===== config.mk =====
export PLATFORM = sky130hd
export DESIGN_NAME = nap_cell
export DESIGN_NICKNAME = d
export VERILOG_FILES = /design/src/sv/nap_pkg.sv /design/src/sv/nap_cell.sv
export SDC_FILE = /design/constraint.sdc
export NUM_CORES = 1
export LEC_CHECK = 0
export ABC_AREA = 1
export BUFFER_PORTS_ARGS = -buffer_cell sky130_fd_sc_hd__buf_2
export CAP_MARGIN = 20
export CORE_UTILIZATION = 30
export CTS_BUF_LIST = sky130_fd_sc_hd__clkbuf_4 sky130_fd_sc_hd__clkbuf_8
export DETAILED_ROUTE_END_ITERATION = 12
export PLACE_DENSITY = 0.58
export SETUP_SLACK_MARGIN = 0.1
export SYNTH_ARGS = -nofsm -noshare
export SYNTH_HDL_FRONTEND = slang
export SYNTH_SLANG_ARGS = --single-unit

===== constraint.sdc =====
create_clock -name clk -period 10.5 [get_ports clk]
set_clock_uncertainty 0.15 [all_clocks]
set_input_delay 1.05 -clock clk [delete_from_list [all_inputs] [get_ports clk]]
set_output_delay 1.05 -clock clk [all_outputs]
set_load 0.05 [all_outputs]

===== src/sv/nap_pkg.sv =====
// Shared types and constants for the nearest-above partner pairing block.
`timescale 1ns / 1ps
`default_nettype none
package nap_pkg;

    localparam int MAX_EDGES = 64;
    localparam int SLOT_W    = 6;

    typedef enum logic [1:0] {
        MODE_LOAD  = 2'd0,
        MODE_QUERY = 2'd1,
        MODE_AXIS  = 2'd2,
        MODE_NONE  = 2'd3
    } mode_t;

    typedef enum logic [2:0] {
        OUT_LOADED = 3'd0,
        OUT_PAIRED = 3'd1,
        OUT_WAIT   = 3'd2,
        OUT_WALL   = 3'd3,
        OUT_AXIS   = 3'd4,
        OUT_NOAXIS = 3'd5
    } outcome_t;

    typedef enum logic [1:0] {
        ST_IDLE,
        ST_SCAN,
        ST_FINISH
    } state_t;

    typedef struct packed {
        logic [1:0]        mode;
        logic [SLOT_W-1:0] slot;
        logic [31:0]       y_value;
        logic signed [31:0] angle_key;
        logic [15:0]       chain_id;
        logic              entry_valid;
    } in_beat_t;

    typedef struct packed {
        logic [2:0]        outcome;
        logic [SLOT_W-1:0] found_slot;
        logic [15:0]       found_chain;
        logic [31:0]       gap;
    } out_beat_t;

    // Running record that walks the cell row; an axis sweep reuses the
    // best fields for the lowest entry and near_claimed for its claim bit.
    typedef struct packed {
        logic              valid;
        logic              axis;
        logic [31:0]       qy;
        logic              any;
        logic [31:0]       near_dy;
        logic              near_claimed;
        logic              have_best;
        logic [31:0]       best_dy;
        logic signed [31:0] best_key;
        logic [SLOT_W-1:0] best_slot;
        logic [15:0]       best_chain;
    } sweep_t;

    typedef struct packed {
        logic              load_en;
        logic [SLOT_W-1:0] load_slot;
        logic [31:0]       load_y;
        logic signed [31:0] load_key;
        logic [15:0]       load_chain;
        logic              load_active;
        logic              claim_en;
        logic [SLOT_W-1:0] claim_slot;
        logic              clear_claims;
    } cell_ctrl_t;

endpackage
`default_nettype wire


===== src/sv/nap_cell.sv =====
// One table entry of the pairing row with its stage of the sweep record.
`timescale 1ns / 1ps
`default_nettype none
module nap_cell
    import nap_pkg::*;
(
    input  wire logic              clk,
    input  wire logic              rst_n,
    input  wire logic [SLOT_W-1:0] idx,
    input  wire cell_ctrl_t        ctrl,
    input  wire sweep_t            rec_in,
    output sweep_t                 rec_out
);

    logic [31:0]        y_reg;
    logic signed [31:0] key_reg;
    logic [15:0]        chain_reg;
    logic               active_reg;
    logic               claimed_reg;
    sweep_t             rec_reg;
    sweep_t             rec_next;
    logic [31:0]        dy;
    logic               above;

    always_comb
    begin
        rec_next = rec_in;
        dy       = y_reg - rec_in.qy;
        above    = active_reg && (y_reg > rec_in.qy);
        if (rec_in.valid)
        begin
            if (rec_in.axis)
            begin
                if (active_reg && (!rec_in.have_best || (y_reg < rec_in.best_dy)))
                begin
                    rec_next.have_best    = 1'b1;
                    rec_next.best_dy      = y_reg;
                    rec_next.best_slot    = idx;
                    rec_next.best_chain   = chain_reg;
                    rec_next.near_claimed = claimed_reg;
                end
            end
            else if (above)
            begin
                if (!rec_in.any || (dy < rec_in.near_dy))
                begin
                    rec_next.near_dy      = dy;
                    rec_next.near_claimed = claimed_reg;
                end
                rec_next.any = 1'b1;
                if (!claimed_reg && (!rec_in.have_best || (dy < rec_in.best_dy) ||
                    ((dy == rec_in.best_dy) && (key_reg < $signed(rec_in.best_key)))))
                begin
                    rec_next.have_best  = 1'b1;
                    rec_next.best_dy    = dy;
                    rec_next.best_key   = key_reg;
                    rec_next.best_slot  = idx;
                    rec_next.best_chain = chain_reg;
                end
            end
        end
    end

    always_ff @(posedge clk or negedge rst_n)
    begin
        if (!rst_n)
        begin
            rec_reg     <= '0;
            active_reg  <= 1'b0;
            claimed_reg <= 1'b0;
        end
        else
        begin
            rec_reg <= rec_next;
            if (ctrl.load_en && (ctrl.load_slot == idx))
            begin
                active_reg <= ctrl.load_active;
            end
            if (ctrl.clear_claims || (ctrl.load_en && (ctrl.load_slot == idx)))
            begin
                claimed_reg <= 1'b0;
            end
            else if (ctrl.claim_en && (ctrl.claim_slot == idx))
            begin
                claimed_reg <= 1'b1;
            end
        end
    end

    always_ff @(posedge clk)
    begin
        if (ctrl.load_en && (ctrl.load_slot == idx))
        begin
            y_reg     <= ctrl.load_y;
            key_reg   <= ctrl.load_key;
            chain_reg <= ctrl.load_chain;
        end
    end

    assign rec_out = rec_reg;

endmodule
`default_nettype wire


Word level (Yosys, flattened, before mapping)
Index checks and enable logic that the tools add are counted.
{ "classes": {"n_addsub": 1, "magnitude_cmp": 5, "n_eq_ne": 3, "reduce_logical": 15, "n_mux": 12} }
{ "ops": {"columns": ["op", "count"], "rows": [
  ["$mux 121", 2],
  ["$lt 32x32->1", 4],
  ["$mux 87", 1],
  ["$mux 34", 2],
  ["$mux 33", 2],
  ["$mux 22", 2],
  ["$eq 32x32->1", 1],
  ["$gt 32x32->1", 1],
  ["$mux 32", 1],
  ["$sub 32x32->32", 1],
  ["$eq 6x6->1", 2],
  ["$logic_and 1x1->1", 6],
  ["$logic_or 1x1->1", 5],
  ["$logic_not 1->1", 3],
  ["$mux 1", 2],
  ["$reduce_bool 2->1", 1]
]} }
{ "word_totals": {"reg_bits": 237, "word_cells": 52} }

Logic depth before layout (Yosys ltp)
Gate-level depths: netlist (run 1).
{ "depth": {"ltp_word": 9, "ltp_mapped": 27, "mapped_depth_nobuf": 27} }

Worst setup path before layout (run 1)
Ideal clock, no wire load.
{ "synth_path": {"path_type": "input port to flip-flop", "from": "input rec_in[121] (netlist bit)", "to": "register rec_reg (netlist bit rec_out[43])", "path_slack_ps": 5623, "required_time_ps": 10229, "setup_ps": 121, "path_buffers": 1, "path_stages": 22, "arrival_time_ps": 4606, "cell_sequence": "ha_1 -> fa_1 -> o21ai_2 -> a21o_1 -> inv_1 -> o21ai_0 -> nand3_1 -> nand2_1 -> nand2_1 -> nand2_1 -> inv_1 -> ha_1 -> nand2_1 -> nor4_1 -> nand2_1 -> nor4_1 -> nand3_1 -> nand2_2 -> nand2_4 -> nor3_4 -> buf_6 -> o21ai_1"} }
{ "synth_rtl": {"columns": ["element", "line_no", "rtl"], "rows": [
  ["start, declared", "nap_cell.sv:11", "input wire sweep_t rec_in,"],
  ["end signal, assigned", "nap_cell.sv:74", "rec_reg <= rec_next;"],
  ["end, declared", "nap_cell.sv:20", "sweep_t rec_reg;"]
]} }

==> impl_metrics.yaml, run 1 <==
setup_path:
  rr_endpoint: "rec_out[28]$_DFF_PN0_"
  timing.rr.start: "y_reg[0]$_DFFE_PP_"
  worst_path_max_delay_cell: "o21ai_0"
  cp-end-kind: "register"
  slowest_delay_ns: 0.65
  criticalPathCategory: "in2reg"
  critical-path-top-delay-family: "simple AND/OR/NAND/NOR gates"
  crit_buf_inv: 4
  worstPathArrival_ns: 6.98
  crit_path_max_fanout: 64
  critPathRequiredTime_ns: 10.88
  worst_path_most_repeated_cell: "nand2_1"
  path_cells: "buf_2, ha_1, fa_1, o21ai_2, a21o_1, inv_1, o21ai_0, nand3_1, nand2_1, nand2_1, nand2_1, inv_1, ha_1, nand2_1, nor4_1, nand2_1, nor4_1, nand3_1, nand2_2, nand2_4, nor3_4, buf_4, nand2_1, o21ai_2"
  r2r_cells: 24
  start_kind: "primary input"
  reg2reg_slack_ns: 4.08
run:
  drv_cap: 0
finish:
  layout_commonest_cell: "nand2_1"
  stdcell_count: 3108
  fin_nets: 2811
  area_delta_synth_final_pct: 24.6
  largest_reg_flops: 155
  drive_above_1_share_pct: 22.7
  n_fill_cell: 5235
  final_cell_mix: "476 x nand2_1, 411 x buf_2, 330 x inv_1, 220 x nand3_1, 161 x a21oi_1"
timing:
  period_minus_slack_ns: 6.61
  slew_headroom_pct: 39.6
  maxSlewViolCount: 0
  rsz0062_at_grt: "false"
  finalCritPeriodShare_pct: 62.9
  worst_slew_pin_slew_ns: 0.906
  fin_setup_tns_ns: 0
  finalSetupViolCount: 0
  hold_viol: 0
  fmax_mhz: 151
  whs_ns: 0.234
drt:
  dr.pass1.iters: 7
  final_antenna_net_count: 0
  wire_per_inst_um: 18.0
  wl_um: 56000
  vias_per_cell: 4.82
  post-route-drc-count: 0
  drt-initial-drc-count: 1092
  via_count: 15000
cts:
  clkSinkCount: 237
  cts_resized: 0
  cts_root_buf: "clkbuf_8"
  numCtsBuffers: 46
  clk_latency_ns: 0.61
  cts_hold_buf: 0
  clk_pin_slew_worst_paths_ns: 0.06
  clockBufferDepth: 3
  htree_num_levels: 2
  cts_setup_buffers: 0
  cts_tree: "built"
run_status:
  outcome: "complete, no violations"
grt:
  grt_pass1_vias: 15100
  grt_max_degree: 70
  overflow: 0
  grt_pass1_wl_um: 84700
  grt.total_usage_pct: 21.0
  antenna_found_initial: 13
synthesis:
  synthDistinctLibCells: 40
  postSynthAreaPerCell_sq_um: 7.77
  syn_area_sq_um: 15400
  synth-seq-cells: 237
  syn_inst: 1987
  synth_area_leader_cell: "dfrtp_1"
  syn-num-nets: 2404
  synth_area_leaders: "dfrtp_1 25%, edfxtp_1 16%, ha_1 13%, nand2_1 12%, inv_1 8.1%"
  ys_seq_area_share_pct: 41.0
  yosys.area.top_type_share_pct: 25.4
  yosysWarnings: 0
placed_design:
  place_inst: 3017
  hpwl_um: 42000
  gp_congestion: 0.928
  port_buffers: 413
pwr:
  fin_total_pwr_w: 0.00299
  leakage_nw: 10.3
  power_density_nw_per_um2: 155
  ir_drop_v: 0.000130
floorplanning:
  start_util_pct: 30.6
  ioPinCount: 414
  dieArea_sq_um: 52400
  die_h_um: 229
  core_area_sq_um: 50500
  die_w_um: 229
  rows: 82
worst_hold_path:
  hold_path_class: "in2async"
[kinds of logic (layout without fill, tap and decap cells)]
family	after synthesis	in the layout	synth area share (%)
buffers and inverters	402	846	10.1
DFF	237	237	41.0
AOI/OAI and AO/OA	310	310	11.2
other	0	5	0
adders and majority gates	158	158	12.9
and+or+nand+nor	853	853	23.3
xor gates and xnor gates	27	27	1.53
[cell usage after synthesis (all sizes together)]
cell type and number:
nor3 9, clkbuf 52, o21ai 113, a21boi 4, xor2 23, xnor2 4
a21oi 161, buf 17, or2 2, o21a 10, ha 157, a21o 5
fa 1, a2111oi 1, o22ai 2, nand3b 5, nor4 8, edfxtp 80
dfrtp 157, nand2 482, nand3 222, a31oi 4, inv 333, nand4 8
o211ai 3, nor2 117, o21bai 5, o2111ai 1, o2111a 1
[through the flow]
stage	cell area [sq um]	setup WS (ns)	util (%)
after floorplan	15400	5.62	-
after global placement	18200	3.57	36.0
after detailed placement	18200	3.40	36.0
after CTS	19200	4.02	38.0
after global routing	19200	3.63	38.1
final	19200	3.89	38.1
[where the power goes]
| group | total (W) | internal (W) | switching (W) |
|---|---|---|---|
| combinational | 0.000898 | 0.000248 | 0.000650 |
| sequential | 0.00104 | 0.00101 | 0.0000215 |
| clock | 0.00105 | 0.000616 | 0.000436 |
| total | 0.00299 | 0.00188 | 0.00111 |
[routing by layer]
metal	up-vias	share of wire (%)	GRT usage (%)
met1	6955	42	26.1
met3	108	8.6	6.11
met5	-	0.13	0
met2	624	46	34.8
met4	12	2.5	7.17
li1	7284	-	-
[worst reg2reg max path: stages, from the launching register on]
cell and delay, ns:
edfxtp_1 0.34, inv_1 0.06, ha_1 0.21, fa_1 0.43, o21ai_2 0.27, a21o_1 0.19
inv_1 0.04, o21ai_0 0.65, nand3_1 0.22, nand2_1 0.11, nand2_1 0.05, nand2_1 0.11
inv_1 0.07, ha_1 0.27, nand2_1 0.07, nor4_1 0.64, nand2_1 0.22, nor4_1 0.30
nand3_1 0.14, nand2_2 0.11, nand2_4 0.46, nor3_4 0.31, buf_4 0.65, nand2_1 0.19
o21ai_2 0.10
[layout make-up]
type	count	area (sq um)	area share, %
Antenna cell	5	12.5	0.0650
Clock buffer	73	892	4.64
Clock inverter	12	151	0.787
Inverter	333	1250	6.50
Multi-Input combinational cell	1348	7550	39.3
Sequential cell	237	6330	32.9
Tap cell	672	841	4.37
Timing Repair Buffer	428	2200	11.4
[worst max path at each step]
stage	startpoint	end	slack, ns	cells after the start
floorplan	rec_in[121]	rec_out[43]$_DFF_PN0_	5.62	22
global placement	rec_in[121]	rec_out[48]$_DFF_PN0_	3.57	24
detailed placement	rec_in[121]	rec_out[37]$_DFF_PN0_	3.40	24
CTS	rec_in[121]	rec_out[28]$_DFF_PN0_	4.02	24
global route	rec_in[121]	rec_out[28]$_DFF_PN0_	3.63	24
finish	rec_in[121]	rec_out[28]$_DFF_PN0_	3.89	24
(Power assumes the default switching activity.)
==> inputs of run 2 (changes only) <==
==> constraint.sdc (replaced) <==
create_clock -name clk -period 6.5 [get_ports clk]
set_clock_uncertainty 0.15 [all_clocks]
set_input_delay 0.65 -clock clk [delete_from_list [all_inputs] [get_ports clk]]
set_output_delay 0.65 -clock clk [all_outputs]
set_load 0.05 [all_outputs]
==> run 2 against run 1 <==
  * Sequential power rose by 61%
  * Critical path type unchanged
  * Sequential share of layout area fell by 0.50 points
  * Power rose by 60%
  * Largest power group is now registers
==> impl_metrics.yaml, run 2 (synthesized netlist as in run 1, its figures left out) <==
setup_path:
  timing.rr.start: "y_reg[2]$_DFFE_PP_"
  worst_path_max_delay_cell: "dlygate4sd3_1"
  rr_endpoint: "rec_out[45]$_DFF_PN0_"
  reg2reg_slack_ns: 0.83
  worst_path_most_repeated_cell: "nand2_1"
  r2r_cells: 23
  worstPathArrival_ns: 6.31
  critPathRequiredTime_ns: 6.88
  criticalPathCategory: "in2reg"
  slowest_delay_ns: 0.53
  start_kind: "primary input"
  crit_start: "rec_in[121]"
  crit_path_max_fanout: 64
  crit_path_end: "rec_out[45]$_DFF_PN0_"
  cp-end-kind: "register"
timing:
  fin_setup_tns_ns: 0
  maxSlewViolCount: 0
  period_minus_slack_ns: 5.93
  finalCritPeriodShare_pct: 91.2
  worst_slew_pin_slew_ns: 0.994
  fmax_mhz: 169
  slew_headroom_pct: 33.6
  finalSetupViolCount: 0
  hold_viol: 0
  rsz0062_at_grt: "false"
floorplanning:
  core_area_sq_um: 50500
  dieArea_sq_um: 52400
  ioPinCount: 414
  start_util_pct: 30.6
  die_w_um: 229
  die_h_um: 229
  rows: 82
cts:
  clk_pin_slew_worst_paths_ns: 0.06
  numCtsBuffers: 46
  clkSinkCount: 237
  clk_latency_ns: 0.63
  clockBufferDepth: 3
  cts_setup_buffers: 0
  htree_num_levels: 2
  cts_root_buf: "clkbuf_8"
  cts_tree: "built"
drt:
  drt-initial-drc-count: 1037
  post-route-drc-count: 0
  dr.pass1.iters: 6
  vias_per_cell: 4.80
  final_antenna_net_count: 0
  via_count: 15100
  wire_per_inst_um: 18.0
  wl_um: 56500
pwr:
  ir_drop_v: 0.000161
  swShare_pct: 37.7
  power_density_nw_per_um2: 244
  clockPowerShare_pct: 34.2
  pwr-share-comb_pct: 30.7
  pwr-share-seq_pct: 35.1
  leakage_nw: 10.4
  p_int_w: 0.00297
  p_sw_w: 0.00180
placed_design:
  hpwl_um: 42400
  port_buffers: 413
  gp_congestion: 0.934
finish:
  multi_input_comb_area_sq_um: 7560
  layout_commonest_cell: "nand2_1"
  fin_nets: 2846
  largest_reg_flops: 155
  n_fill_cell: 5271
  area_delta_synth_final_pct: 26.5
  register_area_sq_um: 6330
  drive_above_1_share_pct: 22.2
  final_cell_mix: "476 x nand2_1, 411 x buf_2, 330 x inv_1, 220 x nand3_1, 161 x a21oi_1"
  final_core_util_pct: 38.7
grt:
  grt.total_usage_pct: 21.2
  overflow: 0
  grt_pass1_wl_um: 85200
  grt_max_degree: 72
  antenna_found_initial: 12
  grt_pass1_vias: 14900
run:
  drv_cap: 0
run_status:
  outcome: "complete, no violations"
worst_hold_path:
  hold_path_class: "in2reg"
## run 2: cell types whose count changed in the layout (fill, tap and decap cells not counted), moves of 2 or more
cell / change
dlygate4sd3_1: +35
clkbuf_8: -2
clkinv_1: +6
clkbuf_4: -9
inv_6: -2
clkinv_2: +7
## run 2: through the flow
| stage | cell area (sq um) | worst slack, ns | std cells | total power, W | hold slack [ns] |
|---|---|---|---|---|---|
| floorplan | 15400 | 2.02 | 1987 | 0.00266 | 0.204 |
| global placement | 18200 | 0.412 | 3018 | 0.00313 | 0.314 |
| detailed placement | 18200 | 0.233 | 3018 | 0.00315 | 0.331 |
| CTS | 19500 | 0.337 | 3137 | 0.00483 | 0.000530 |
| global route | 19500 | 0.176 | 3140 | 0.00503 | 0.0113 |
| finish | 19500 | 0.571 | 3143 | 0.00477 | 0.0482 |
## run 2: power groups by stage
stage / Combinational [W] / Sequential (W) / Clock, W
after floorplan: 0.000673 / 0.00199 / 0
after global placement: 0.00143 / 0.00170 / 0
after detailed placement: 0.00145 / 0.00170 / 0
after CTS: 0.00147 / 0.00168 / 0.00168
after global routing: 0.00160 / 0.00168 / 0.00174
final: 0.00147 / 0.00167 / 0.00163
## run 2: cell type report
| cell class | count | area share, % |
|---|---|---|
| diodes | 6 | 0.0769 |
| clock buffers | 62 | 4.08 |
| clock inverters | 22 | 0.948 |
| inverters | 333 | 6.41 |
| multi-input cells | 1348 | 38.7 |
| flip-flops and latches | 237 | 32.4 |
| well taps | 672 | 4.30 |
| repair buffers | 463 | 13.1 |
## run 2: metal layers
layer	global-route usage, %	routed length (um)
met1	26.8	24400
met2	35.2	26200
met3	5.40	4590
met4	6.69	1210
met5	0	72
## run 2: how the worst min path moves through the flow
stage                                from                      to  slack [ns]  cells after the start
global route                     ctrl[46]   key_reg[21]$_DFFE_PP_        0.01                      1
finish                           ctrl[78]     y_reg[21]$_DFFE_PP_        0.05                      1
CTS                              ctrl[78]     y_reg[21]$_DFFE_PP_      0.0005                      1
global placement     key_reg[0]$_DFFE_PP_   rec_out[22]$_DFF_PN0_        0.31                      2
detailed placement  key_reg[26]$_DFFE_PP_   rec_out[48]$_DFF_PN0_        0.33                      2
floorplan                           rst_n  active_reg$_DFFE_PN0P_        0.20                      0
## run 2: what timing repair did
action,CTS,global route
hold endpoints to repair,75,0
gates resized for setup,0,2
endpoints found under the setup margin,0,60
hold buffers,35,0
## run 2: critical path: cells and delay by family
family	cells	cell delay (ns)
compound gates	3	0.73
simple gates	15	2.74
fa+ha+maj	3	0.93
buf+inv	5	1.18
